**src/design/cids_pkg.sv**
```systemverilog
// Shared types and constants for the card id slot table.
// No dependencies; imported by card_id_slot_table, cids_ctrl and the testbench.
package cids_pkg;

  localparam int TABLE_DEPTH = 16;
  localparam int KEY_BITS    = 64;
  localparam int IDX_W       = $clog2(TABLE_DEPTH);
  localparam int CNT_W       = $clog2(TABLE_DEPTH + 1);

  typedef enum logic [1:0] {
    FUNC_FIND   = 2'd0,
    FUNC_ADD    = 2'd1,
    FUNC_REMOVE = 2'd2,
    FUNC_COUNT  = 2'd3
  } func_e;

  typedef enum logic [1:0] {
    ST_OK        = 2'd0,
    ST_NOT_FOUND = 2'd1,
    ST_FULL      = 2'd2,
    ST_RANGE     = 2'd3
  } status_e;

  // key memory access from the sequencer
  typedef struct packed {
    logic                we;
    logic [IDX_W-1:0]    waddr;
    logic [KEY_BITS-1:0] wdata;
    logic                re;
    logic [IDX_W-1:0]    raddr;
  } mem_req_t;

  typedef struct packed {
    status_e          status;
    logic [IDX_W-1:0] slot;
    logic [CNT_W-1:0] free_cnt;
  } result_t;

endpackage

```
**src/design/card_id_slot_table.sv**
```systemverilog
// Card id slot table. A request first walks the slots it needs (find, add, remove; a rejected
// remove or a count has no request walk), then the free count walks the active slots (up to 16)
// and the result is taken into the output register.
// Throughput: one request at a time, the next taken the cycle after the result is registered;
// the one-slot-per-cycle walk over key memory and valid bits sets it. A waiting result does
// not block the next request. Reset: valid bits cleared at once (table empty), active size 16;
// keys of empty slots never reach a result, so no clearing pass.
module card_id_slot_table
  import cids_pkg::*;
(
  input  logic        clk_i,
  input  logic        rst_ni,
  // configuration: active size
  input  logic        cfg_we_i,
  input  logic [4:0]  cfg_wdata_i,
  // request beat
  input  logic        in_valid_i,
  output logic        in_stall_o,
  input  logic [1:0]  func_i,
  input  logic [63:0] card_key_i,
  input  logic [4:0]  slot_index_i,
  // result beat
  output logic        out_valid_o,
  input  logic        out_stall_i,
  output logic [1:0]  status_o,
  output logic [3:0]  slot_o,
  output logic [4:0]  free_count_o
);

  logic [4:0]          act_size_q;
  logic [CNT_W-1:0]    used;
  logic                accept, busy, done, take;
  result_t             res;
  mem_req_t            mem_req;
  logic [KEY_BITS-1:0] rdata;
  logic                out_valid_q;
  logic [1:0]          status_q;
  logic [3:0]          slot_q;
  logic [4:0]          free_q;

  // active size register; values above the depth act as the depth
  always_ff @(posedge clk_i or negedge rst_ni) begin
    if (!rst_ni) begin
      act_size_q <= 5'd16;
    end else if (cfg_we_i) begin
      act_size_q <= cfg_wdata_i;
    end
  end

  assign used = (int'(act_size_q) > TABLE_DEPTH) ? CNT_W'(TABLE_DEPTH) : CNT_W'(act_size_q);

  // one request in flight; the sequencer stalls the input while busy
  assign in_stall_o = busy;
  assign accept     = in_valid_i && !in_stall_o;
  // result register can take a new beat when empty or draining
  assign take       = !out_valid_q || !out_stall_i;

  cids_ctrl u_ctrl (
    .clk_i   (clk_i),
    .rst_ni  (rst_ni),
    .start_i (accept),
    .func_i  (func_e'(func_i)),
    .key_i   (card_key_i[KEY_BITS-1:0]),
    .idx_i   (slot_index_i),
    .used_i  (used),
    .take_i  (take),
    .rdata_i (rdata),
    .busy_o  (busy),
    .done_o  (done),
    .res_o   (res),
    .mem_o   (mem_req)
  );

  // key store, one slot per entry
  cids_ram #(
    .DEPTH (TABLE_DEPTH),
    .WIDTH (KEY_BITS)
  ) u_keys (
    .clk_i   (clk_i),
    .we_i    (mem_req.we),
    .waddr_i (mem_req.waddr),
    .wdata_i (mem_req.wdata),
    .re_i    (mem_req.re),
    .raddr_i (mem_req.raddr),
    .rdata_o (rdata)
  );

  // output register
  always_ff @(posedge clk_i or negedge rst_ni) begin
    if (!rst_ni) begin
      out_valid_q <= 1'b0;
    end else if (done) begin
      out_valid_q <= 1'b1;
    end else if (!out_stall_i) begin
      out_valid_q <= 1'b0;
    end
  end

  always_ff @(posedge clk_i) begin
    if (done) begin
      status_q <= 2'(res.status);
      slot_q   <= 4'(res.slot);
      free_q   <= 5'(res.free_cnt);
    end
  end

  assign out_valid_o  = out_valid_q;
  assign status_o     = status_q;
  assign slot_o       = slot_q;
  assign free_count_o = free_q;

`ifndef NO_ASSERTIONS
  a_done_lands: assert property (@(posedge clk_i) disable iff (!rst_ni)
    done |=> out_valid_q)
    else $error("finished result did not reach output register");

  a_slot_zero: assert property (@(posedge clk_i) disable iff (!rst_ni)
    (out_valid_o && status_o != ST_OK) |-> (slot_o == 4'd0))
    else $error("slot nonzero on failed request");

  a_free_bound: assert property (@(posedge clk_i) disable iff (!rst_ni)
    out_valid_o |-> (CNT_W'(free_count_o) <= used))
    else $error("free count above active size");

  a_no_rw_clash: assert property (@(posedge clk_i) disable iff (!rst_ni)
    (mem_req.we && mem_req.re) |-> (mem_req.waddr != mem_req.raddr))
    else $error("key memory read and write hit same slot");
`endif

endmodule

```
**src/design/cids_ram.sv**
```systemverilog
// Generic simple dual-port RAM: one write port, one registered read port.
// No dependencies.
module cids_ram #(
  parameter int DEPTH = 16,
  parameter int WIDTH = 64
) (
  input  logic                     clk_i,
  input  logic                     we_i,
  input  logic [$clog2(DEPTH)-1:0] waddr_i,
  input  logic [WIDTH-1:0]         wdata_i,
  input  logic                     re_i,
  input  logic [$clog2(DEPTH)-1:0] raddr_i,
  output logic [WIDTH-1:0]         rdata_o
);

  logic [WIDTH-1:0] mem [DEPTH];

  always_ff @(posedge clk_i) begin
    if (we_i) begin
      mem[waddr_i] <= wdata_i;
    end
  end

  always_ff @(posedge clk_i) begin
    if (re_i) begin
      rdata_o <= mem[raddr_i];
    end
  end

endmodule

```
**src/design/cids_ctrl.sv**
```systemverilog
// Request sequencer: walks the slots one per cycle, holds the valid bits.
// Depends on cids_pkg; drives the key memory through a mem_req_t.
module cids_ctrl
  import cids_pkg::*;
(
  input  logic                clk_i,
  input  logic                rst_ni,
  input  logic                start_i,
  input  func_e               func_i,
  input  logic [KEY_BITS-1:0] key_i,
  input  logic [4:0]          idx_i,
  input  logic [CNT_W-1:0]    used_i,
  input  logic                take_i,
  input  logic [KEY_BITS-1:0] rdata_i,
  output logic                busy_o,
  output logic                done_o,
  output result_t             res_o,
  output mem_req_t            mem_o
);

  typedef enum logic [6:0] {
    S_IDLE  = 7'b0000001,
    S_FIND  = 7'b0000010,
    S_ADD   = 7'b0000100,
    S_SHIFT = 7'b0001000,
    S_CLEAR = 7'b0010000,
    S_COUNT = 7'b0100000,
    S_DONE  = 7'b1000000
  } state_e;

  state_e                 state_q, state_d;
  logic [CNT_W-1:0]       i_q, i_d;
  logic                   pend_q, pend_d;
  logic [IDX_W-1:0]       pidx_q, pidx_d;
  logic [KEY_BITS-1:0]    key_q, key_d;
  status_e                status_q, status_d;
  logic [IDX_W-1:0]       slot_q, slot_d;
  logic [CNT_W-1:0]       free_q, free_d;
  logic [TABLE_DEPTH-1:0] valid_q, valid_d;
  logic [IDX_W-1:0]       cur_idx, last_idx, prev_idx;
  logic                   more, hit;

  assign cur_idx  = i_q[IDX_W-1:0];
  assign last_idx = IDX_W'(used_i - CNT_W'(1));
  assign prev_idx = pidx_q - IDX_W'(1);
  assign more     = (i_q < used_i);
  // data for pidx_q came back this cycle
  assign hit      = pend_q && valid_q[pidx_q] && (rdata_i == key_q);

  always_comb begin
    state_d  = state_q;
    i_d      = i_q;
    pend_d   = 1'b0;
    pidx_d   = pidx_q;
    key_d    = key_q;
    status_d = status_q;
    slot_d   = slot_q;
    free_d   = free_q;
    valid_d  = valid_q;
    done_o   = 1'b0;
    mem_o    = '0;

    unique case (state_q)
      S_IDLE: begin
        if (start_i) begin
          key_d    = key_i;
          status_d = ST_OK;
          slot_d   = '0;
          free_d   = '0;
          i_d      = '0;
          unique case (func_i)
            FUNC_FIND: state_d = S_FIND;
            FUNC_ADD:  state_d = S_ADD;
            FUNC_REMOVE: begin
              if (int'(idx_i) >= int'(used_i)) begin
                status_d = ST_RANGE;
                state_d  = S_COUNT;
              end else begin
                slot_d  = IDX_W'(idx_i);
                i_d     = CNT_W'(idx_i) + CNT_W'(1);
                state_d = S_SHIFT;
              end
            end
            FUNC_COUNT: state_d = S_COUNT;
            default:    state_d = S_COUNT;
          endcase
        end
      end

      S_FIND: begin
        if (hit) begin
          slot_d  = pidx_q;
          i_d     = '0;
          state_d = S_COUNT;
        end else if (more) begin
          mem_o.re    = 1'b1;
          mem_o.raddr = cur_idx;
          pend_d      = 1'b1;
          pidx_d      = cur_idx;
          i_d         = i_q + CNT_W'(1);
        end else if (!pend_q) begin
          status_d = ST_NOT_FOUND;
          i_d      = '0;
          state_d  = S_COUNT;
        end
      end

      S_ADD: begin
        if (!more) begin
          status_d = ST_FULL;
          i_d      = '0;
          state_d  = S_COUNT;
        end else if (!valid_q[cur_idx]) begin
          mem_o.we         = 1'b1;
          mem_o.waddr      = cur_idx;
          mem_o.wdata      = key_q;
          valid_d[cur_idx] = 1'b1;
          slot_d           = cur_idx;
          i_d              = '0;
          state_d          = S_COUNT;
        end else begin
          i_d = i_q + CNT_W'(1);
        end
      end

      S_SHIFT: begin
        // read slot i, write its data one slot lower when the read returns
        if (pend_q) begin
          mem_o.we          = 1'b1;
          mem_o.waddr       = prev_idx;
          mem_o.wdata       = rdata_i;
          valid_d[prev_idx] = valid_q[pidx_q];
        end
        if (more) begin
          mem_o.re    = 1'b1;
          mem_o.raddr = cur_idx;
          pend_d      = 1'b1;
          pidx_d      = cur_idx;
          i_d         = i_q + CNT_W'(1);
        end else if (!pend_q) begin
          state_d = S_CLEAR;
        end
      end

      S_CLEAR: begin
        mem_o.we          = 1'b1;
        mem_o.waddr       = last_idx;
        mem_o.wdata       = '0;
        valid_d[last_idx] = 1'b0;
        i_d               = '0;
        state_d           = S_COUNT;
      end

      S_COUNT: begin
        if (more) begin
          if (!valid_q[cur_idx]) begin
            free_d = free_q + CNT_W'(1);
          end
          i_d = i_q + CNT_W'(1);
        end else begin
          state_d = S_DONE;
        end
      end

      S_DONE: begin
        if (take_i) begin
          done_o  = 1'b1;
          state_d = S_IDLE;
        end
      end

      default: state_d = S_IDLE;
    endcase
  end

  always_ff @(posedge clk_i or negedge rst_ni) begin
    if (!rst_ni) begin
      state_q <= S_IDLE;
      i_q     <= '0;
      pend_q  <= 1'b0;
      valid_q <= '0;
    end else begin
      state_q <= state_d;
      i_q     <= i_d;
      pend_q  <= pend_d;
      valid_q <= valid_d;
    end
  end

  always_ff @(posedge clk_i) begin
    pidx_q   <= pidx_d;
    key_q    <= key_d;
    status_q <= status_d;
    slot_q   <= slot_d;
    free_q   <= free_d;
  end

  assign busy_o         = (state_q != S_IDLE);
  assign res_o.status   = status_q;
  assign res_o.slot     = slot_q;
  assign res_o.free_cnt = free_q;

endmodule

```
**config.mk**
```make
export PLATFORM = sky130hd
export DESIGN_NAME = card_id_slot_table
export DESIGN_NICKNAME = d
export VERILOG_FILES = /design/src/design/cids_pkg.sv /design/src/design/card_id_slot_table.sv /design/src/design/cids_ram.sv /design/src/design/cids_ctrl.sv
export SDC_FILE = /design/constraint.sdc
export NUM_CORES = 1
export LEC_CHECK = 0
export ABC_AREA = 1
export BUFFER_PORTS_ARGS = -buffer_cell sky130_fd_sc_hd__buf_2
export CAP_MARGIN = 40
export CORE_ASPECT_RATIO = 1.5
export CORE_MARGIN = 1.5
export CORE_UTILIZATION = 31
export DETAILED_ROUTE_END_ITERATION = 6
export PLACE_DENSITY = 0.54
export SETUP_SLACK_MARGIN = 0.02
export SYNTH_ARGS = -nofsm -noshare
export SYNTH_HDL_FRONTEND = slang
export SYNTH_HIERARCHICAL = 1
export SYNTH_SLANG_ARGS = --single-unit
export TNS_END_PERCENT = 30
```
**constraint.sdc**
```tcl
create_clock -name clk_i -period 10.75 [get_ports clk_i]
set_input_delay 2.15 -clock clk_i [delete_from_list [all_inputs] [get_ports clk_i]]
set_output_delay 2.15 -clock clk_i [all_outputs]
set_load 0.005 [all_outputs]
```
== Word-level counts from Yosys, hierarchy flattened ==
Memory sizes are Yosys's and may differ from the RTL's. A register that Yosys moved wholly into a read port is not among the register bits.
Index checks and enable logic that the tools add are counted.
Cells by class
  bitwise gates (word level): 3
  eq/ne operators: 33
  add/subtract/negate cells: 5
  reduce and logical (&&, ||, !) cells: 25
  multiplexer cells: 77
  magnitude comparators: 10
Operator list (count)
  69-bit 2-to-1 mux: 3
  69-bit case mux with 3 select lines: 1
  5-bit 2-to-1 mux: 15
  7-bit 2-to-1 mux: 10
  64-bit equality test: 1
  7-bit case mux with 7 select lines: 1
  16-bit 2-to-1 mux: 3
  16-bit case mux with 3 select lines: 1
  4-bit 2-to-1 mux: 8
  7-bit case mux with 4 select lines: 1
  5-bit case mux with 5 select lines: 1
  2-bit inequality test, second input constant: 11
  4-bit by 5-bit < comparator with 1-bit output, second input constant: 4
  5-bit case mux with 2 select lines: 2
  16-bit AND: 1
  16-bit bitwise mux: 1
  16-bit NOT: 1
  16-bit bitwise OR: 1
  5-bit by 1-bit adder with 5-bit output, second input constant: 3
  2-bit 2-to-1 mux: 7
  1-bit 2-to-1 mux: 13
  1-bit demux with 4-bit select: 3
  4-bit by 1-bit >= comparator with 1-bit output, second input constant: 3
  2-bit by 1-bit inequality test with 1-bit output, second input constant: 6
  35 further kinds: 52
Word-level totals
  RAM bits: 1024
  memories: 1
  bits of input ports: 81
  flip-flop bits (word level): 125
Memory list
  u_keys.mem: depth 16, width 64, read ports 1, clocked after memory_dff 1, write ports 1, line cids_ram.sv:16  | logic [WIDTH-1:0] mem [DEPTH];

== Longest topological paths before layout ==
  depth after elaboration: 10
  gate-level depth with buffers: 23

== By module ==
The synthesis kept the hierarchy.
By module, submodules not included
  cids_ram: cells an instance 4212, instances 1, seq. area each 32671.3 sq um, area each 45871.5 sq um
  cids_ctrl: cells an instance 1272, instances 1, seq. area each 3099.2 sq um, area each 8629.5 sq um
  card_id_slot_table: cells an instance 46, instances 1, seq. area each 481.7 sq um, area each 603.1 sq um

== Worst setup path before layout ==
Ideal clock, no wire load.
  path type: input to register
  from: input in_valid_i
  to: register u_ctrl.status_q[0], enable pin
  data required time: 10374 ps
  buffers on the path: 0
  arrival time: 5706 ps
  stages: 6
  setup slack: 4668 ps
  cells stage by stage: inv_1 -> nor2_1 -> inv_1 -> nor2_1 -> nor2_1 -> a2111oi_0
Between the ends
  longest elaborated chain between the ends: 3
Ends and longest elaborated chain
  from (decl): line card_id_slot_table.sv:17  | input logic in_valid_i,
  1-bit logical AND: line card_id_slot_table.sv:54  | assign accept = in_valid_i && !in_stall_o;
  net accept: line card_id_slot_table.sv:32  | logic accept, busy, done, take;
  2-bit inequality test (no source line)
  6-bit AND reduction (no source line)
  to (signal assigned): line cids_ctrl.sv:193  | status_q <= status_d;
  to (decl): line cids_ctrl.sv:36  | status_e status_q, status_d;
The timed path passes the listed nets, and every way through them passes these cells.
A chain may end at the register's enable or synchronous reset.

==> reports/qor.csv <==
stage,metric,value,unit
timing,fin_setup_tns,0,ps
timing,slew_headroom,0.172,
timing,fin_skew,46.9,ps
floorplan,die_w,347,um
timing,fmax,186,MHz
routing,ant_nets,0,
floorplan,ios,94,
finish,layout-drive-gt1-share,0.0787,
grt,grt_start_max_net_pins,214,
floorplan,core_area,0.177,mm2
clock_tree,h-tree-depth,3,
power_and_ir_drop,swShare,0.290,
grt,antenna_found_initial,8,
placed_design,io_buffers,93,
finish,nets,5735,
clock_tree,cts.path.max_buffers,3,
clock_tree,clockRootBuffer,clkbuf_16,
placed_design,gp_congestion,0.914,
yosys,ys_async_sr_fraction,0.0289,
routing,wl,167000,um
power_and_ir_drop,p_sw,0.00332,W
yosys,synth_edf_count,1178,
yosys,yosys.area_share.simple,0.219,
yosys,synth_mux_area_frac,0,
finish,final-seq-area,0.0363,mm2
clock_tree,cts_tree,done,
yosys,ys_seq_elements,1213,
outcome,status,"finished, final reports clean",
power_and_ir_drop,power_frac_clock,0.358,
yosys,synth_compound_area_frac,0.0189,
grt,grt_pass1_vias,37600,
run,drv_cap,0,
worst_setup_path,criticalPathCategory,reg -> reg,
power_and_ir_drop,combPwrFrac,0.148,
worst_setup_path,critPathArrivalTime,5870,ps
worst_setup_path,path_max_fanout,213,
yosys,synth_fa_ha_area_frac,0.00545,
timing,worst-slew-pin-transition,1240,ps
power_and_ir_drop,p_int,0.00814,W
worst_setup_path,end_kind,flip-flop,
placed_design,dpl.hpwl,96400,um
floorplan,die_area,0.180,mm2
hold_path,min_from,u_ctrl/slot_q[3],
yosys,ys_warn_count,6,
yosys,syn_area_per_cell,9.96,um2
power_and_ir_drop,ir_drop,126,uV
yosys,synth_top_family_by_area,simple AND/OR/NAND/NOR gates,
finish,fillerInstances,17400,
clock_tree,cts_sinks,1213,
floorplan,dieHeight,519,um
worst_setup_path,setup.worst_path.start,act_size_q[0],
grt,track_usage,0.183,
finish,area_delta_synth_final,13.0,%
timing,worst_hold_slack,420,ps
timing,setup_violations,0,
timing,hold_violations,0,
worst_setup_path,r2r_setup_slack,5380,ps
worst_setup_path,timing.rr.end,u_keys/rdata_o[40],
clock_tree,cts_setup_buffers,0,
hold_path,whs_path_depth,0,
yosys,syn-instance-count,5530,
worst_setup_path,rr_worst_depth,18,
yosys,synth_xor_area_frac,0.00381,
routing,firstDrtPassIters,6,
power_and_ir_drop,seqPwrFrac,0.494,
timing,maxSlewViolCount,0,
yosys,synth_nets,5635,
yosys,synth_area,0.0551,mm2
floorplan,rows,189,
routing,first_iter_violations,3895,
timing,fin_crit_sh,0.500,
routing,vias_per_cell,4.89,
yosys,yosysSeqAreaShare,0.658,
clock_tree,hold_buffers,0,
finish,final_core_util,0.353,
timing,rsz0062_at_grt,no,
routing,drc,0,
worst_setup_path,critPathRequiredTime,11250,ps
routing,wl_per_cell,20.8,um
power_and_ir_drop,p_leak,26.5,nW
timing,period_minus_slack,5370,ps
yosys,synth-main-ff-cell,edfxtp_1,
power_and_ir_drop,power_density,184,mW/mm2
floorplan,start_util,0.312,
grt,grt_overflow,0,
hold_path,min_delay_worst_endpoint,slot_o[3],
routing,num_vias,39200,
grt,grt_pass1_wl,247000,um
yosys,ys_types,51,
worst_setup_path,reg2reg_from,act_size_q[0],
finish,multiInputGateArea,0.0138,mm2
clock_tree,clk_latency,790,ps
clock_tree,ctsResizeCount,0,
clock_tree,clk_pin_slew,70,ps
worst_setup_path,crit_path_start_kind,flip-flop,
hold_path,hold_class,reg -> reg,
clock_tree,cts_buffers,119,
[Yosys cell counts, types with 4 or more instances]
library cell,count,area [um2]
a211oi_1,5,37.5
a21oi_1,19,95.1
a31oi_1,8,50.1
a41oi_1,5,43.8
and2_1,4,25.0
buf_1,15,56.3
buf_2,122,611
buf_4,28,210
buf_6,39,439
clkbuf_1,42,158
dfrtp_1,33,826
edfxtp_1,1178,35400
ha_1,24,300
inv_1,982,3690
inv_2,10,37.5
nand2_1,1740,6530
nand3_1,867,4340
nand3b_1,4,30.0
nand4_1,50,313
nor2_1,163,612
nor3_1,9,45.0
nor4_1,4,25.0
o21ai_0,46,230
o21ai_1,9,45.0
o221ai_1,8,70.1
o22ai_1,52,325
xnor2_1,16,140
xor2_1,8,70.1
[metrics by stage]
stage	instances	total power (W)	area (um2)	setup slack (ps)
6_report	8023	0.0115	62300	5380
3_3_place_gp	7742	0.00738	57800	5290
5_1_grt	8022	0.0119	62300	5020
4_1_cts	8021	0.0115	62300	5390
2_1_floorplan	5530	0.00670	55100	4670
3_5_place_dp	7801	0.00742	58600	5460
[logic make-up (layout without fill, tap and decap cells)]
kind of cell,after synthesis,after routing
xor+xnor,24,24
compound gates,167,167
fa+ha+maj,24,24
buf+inv,1243,1442
flops,1213,1213
simple gates,2859,2859
other cells,0,2
[flip-flops by register name (all words and copies together) (netlist names)]
register         flops
u_ctrl/pidx_q        4
u_ctrl/pend_q        1
slot_o               4
u_ctrl/free_q        5
u_ctrl/state_q       7
u_keys/rdata_o      64
u_ctrl/key_q        64
act_size_q           5
u_keys/mem        1024
free_count_o         5
u_ctrl/i_q           5
u_ctrl/slot_q        4
out_valid_o          1
u_ctrl/status_q      2
status_o             2
u_ctrl/valid_q      16
[cell usage in the layout, fill, tap and decap left out, types with 50 or more instances in the layout]
master | synthesis | final
nand2_1 | 1740 | 1739
clkbuf_16 | 0 | 119
inv_1 | 982 | 980
buf_2 | 122 | 93
edfxtp_1 | 1178 | 1178
nand3_1 | 867 | 867
nor2_1 | 163 | 142
nand4_1 | 50 | 50
buf_4 | 28 | 108
o22ai_1 | 52 | 52
[worst max path at each step]
stage / end / depth (start not counted) / slack (ps)
6_report: u_keys/rdata_o[40] / 18 / 5380
3_3_place_gp: u_keys/rdata_o[50] / 18 / 5290
2_1_floorplan: u_ctrl/status_q[0] / 6 / 4670
3_5_place_dp: u_keys/mem[14][35] / 16 / 5460
5_1_grt: u_keys/rdata_o[40] / 18 / 5020
4_1_cts: u_keys/mem[14][49] / 16 / 5390
[power by group through the flow]
stage	Clock [W]	Combinational, W	Sequential (W)
finish	0.00410	0.00170	0.00566
CTS	0.00420	0.00168	0.00566
floorplan	0	0.00107	0.00563
detailed placement	0	0.00167	0.00575
global route	0.00437	0.00186	0.00567
global placement	0	0.00162	0.00576
[cell type report]
type | instances | share of cell area
repair buffers | 226 | 0.0298
multi-input cells | 3074 | 0.222
well taps | 2292 | 0.0460
clock inverters | 78 | 0.0103
diodes | 2 | 0.0000803
flip-flops and latches | 1213 | 0.582
inverters | 996 | 0.0606
clock buffers | 142 | 0.0497
[critical path, cell delays in order (launching register included)]
cell and delay [ps]:
dfrtp_1 380, nor2_1 110, nand2_1 80, a21oi_1 260, inv_1 200, ha_1 330, nand4_1 90, o21bai_1 120
nand2_2 170, a21oi_1 240, nand2_1 340, nor2_4 370, buf_12 690, buf_4 800, nand2_1 140, nand3_1 120
nand3_1 90, nand3_1 130, nand2_1 60
[routing by layer]
layer / routed length (um) / track usage
met3: 12400 / 0.0291
met4: 5010 / 0.0595
met5: 67 / 0
met1: 69400 / 0.240
met2: 80400 / 0.308
Power figures use the tool's default switching activity.
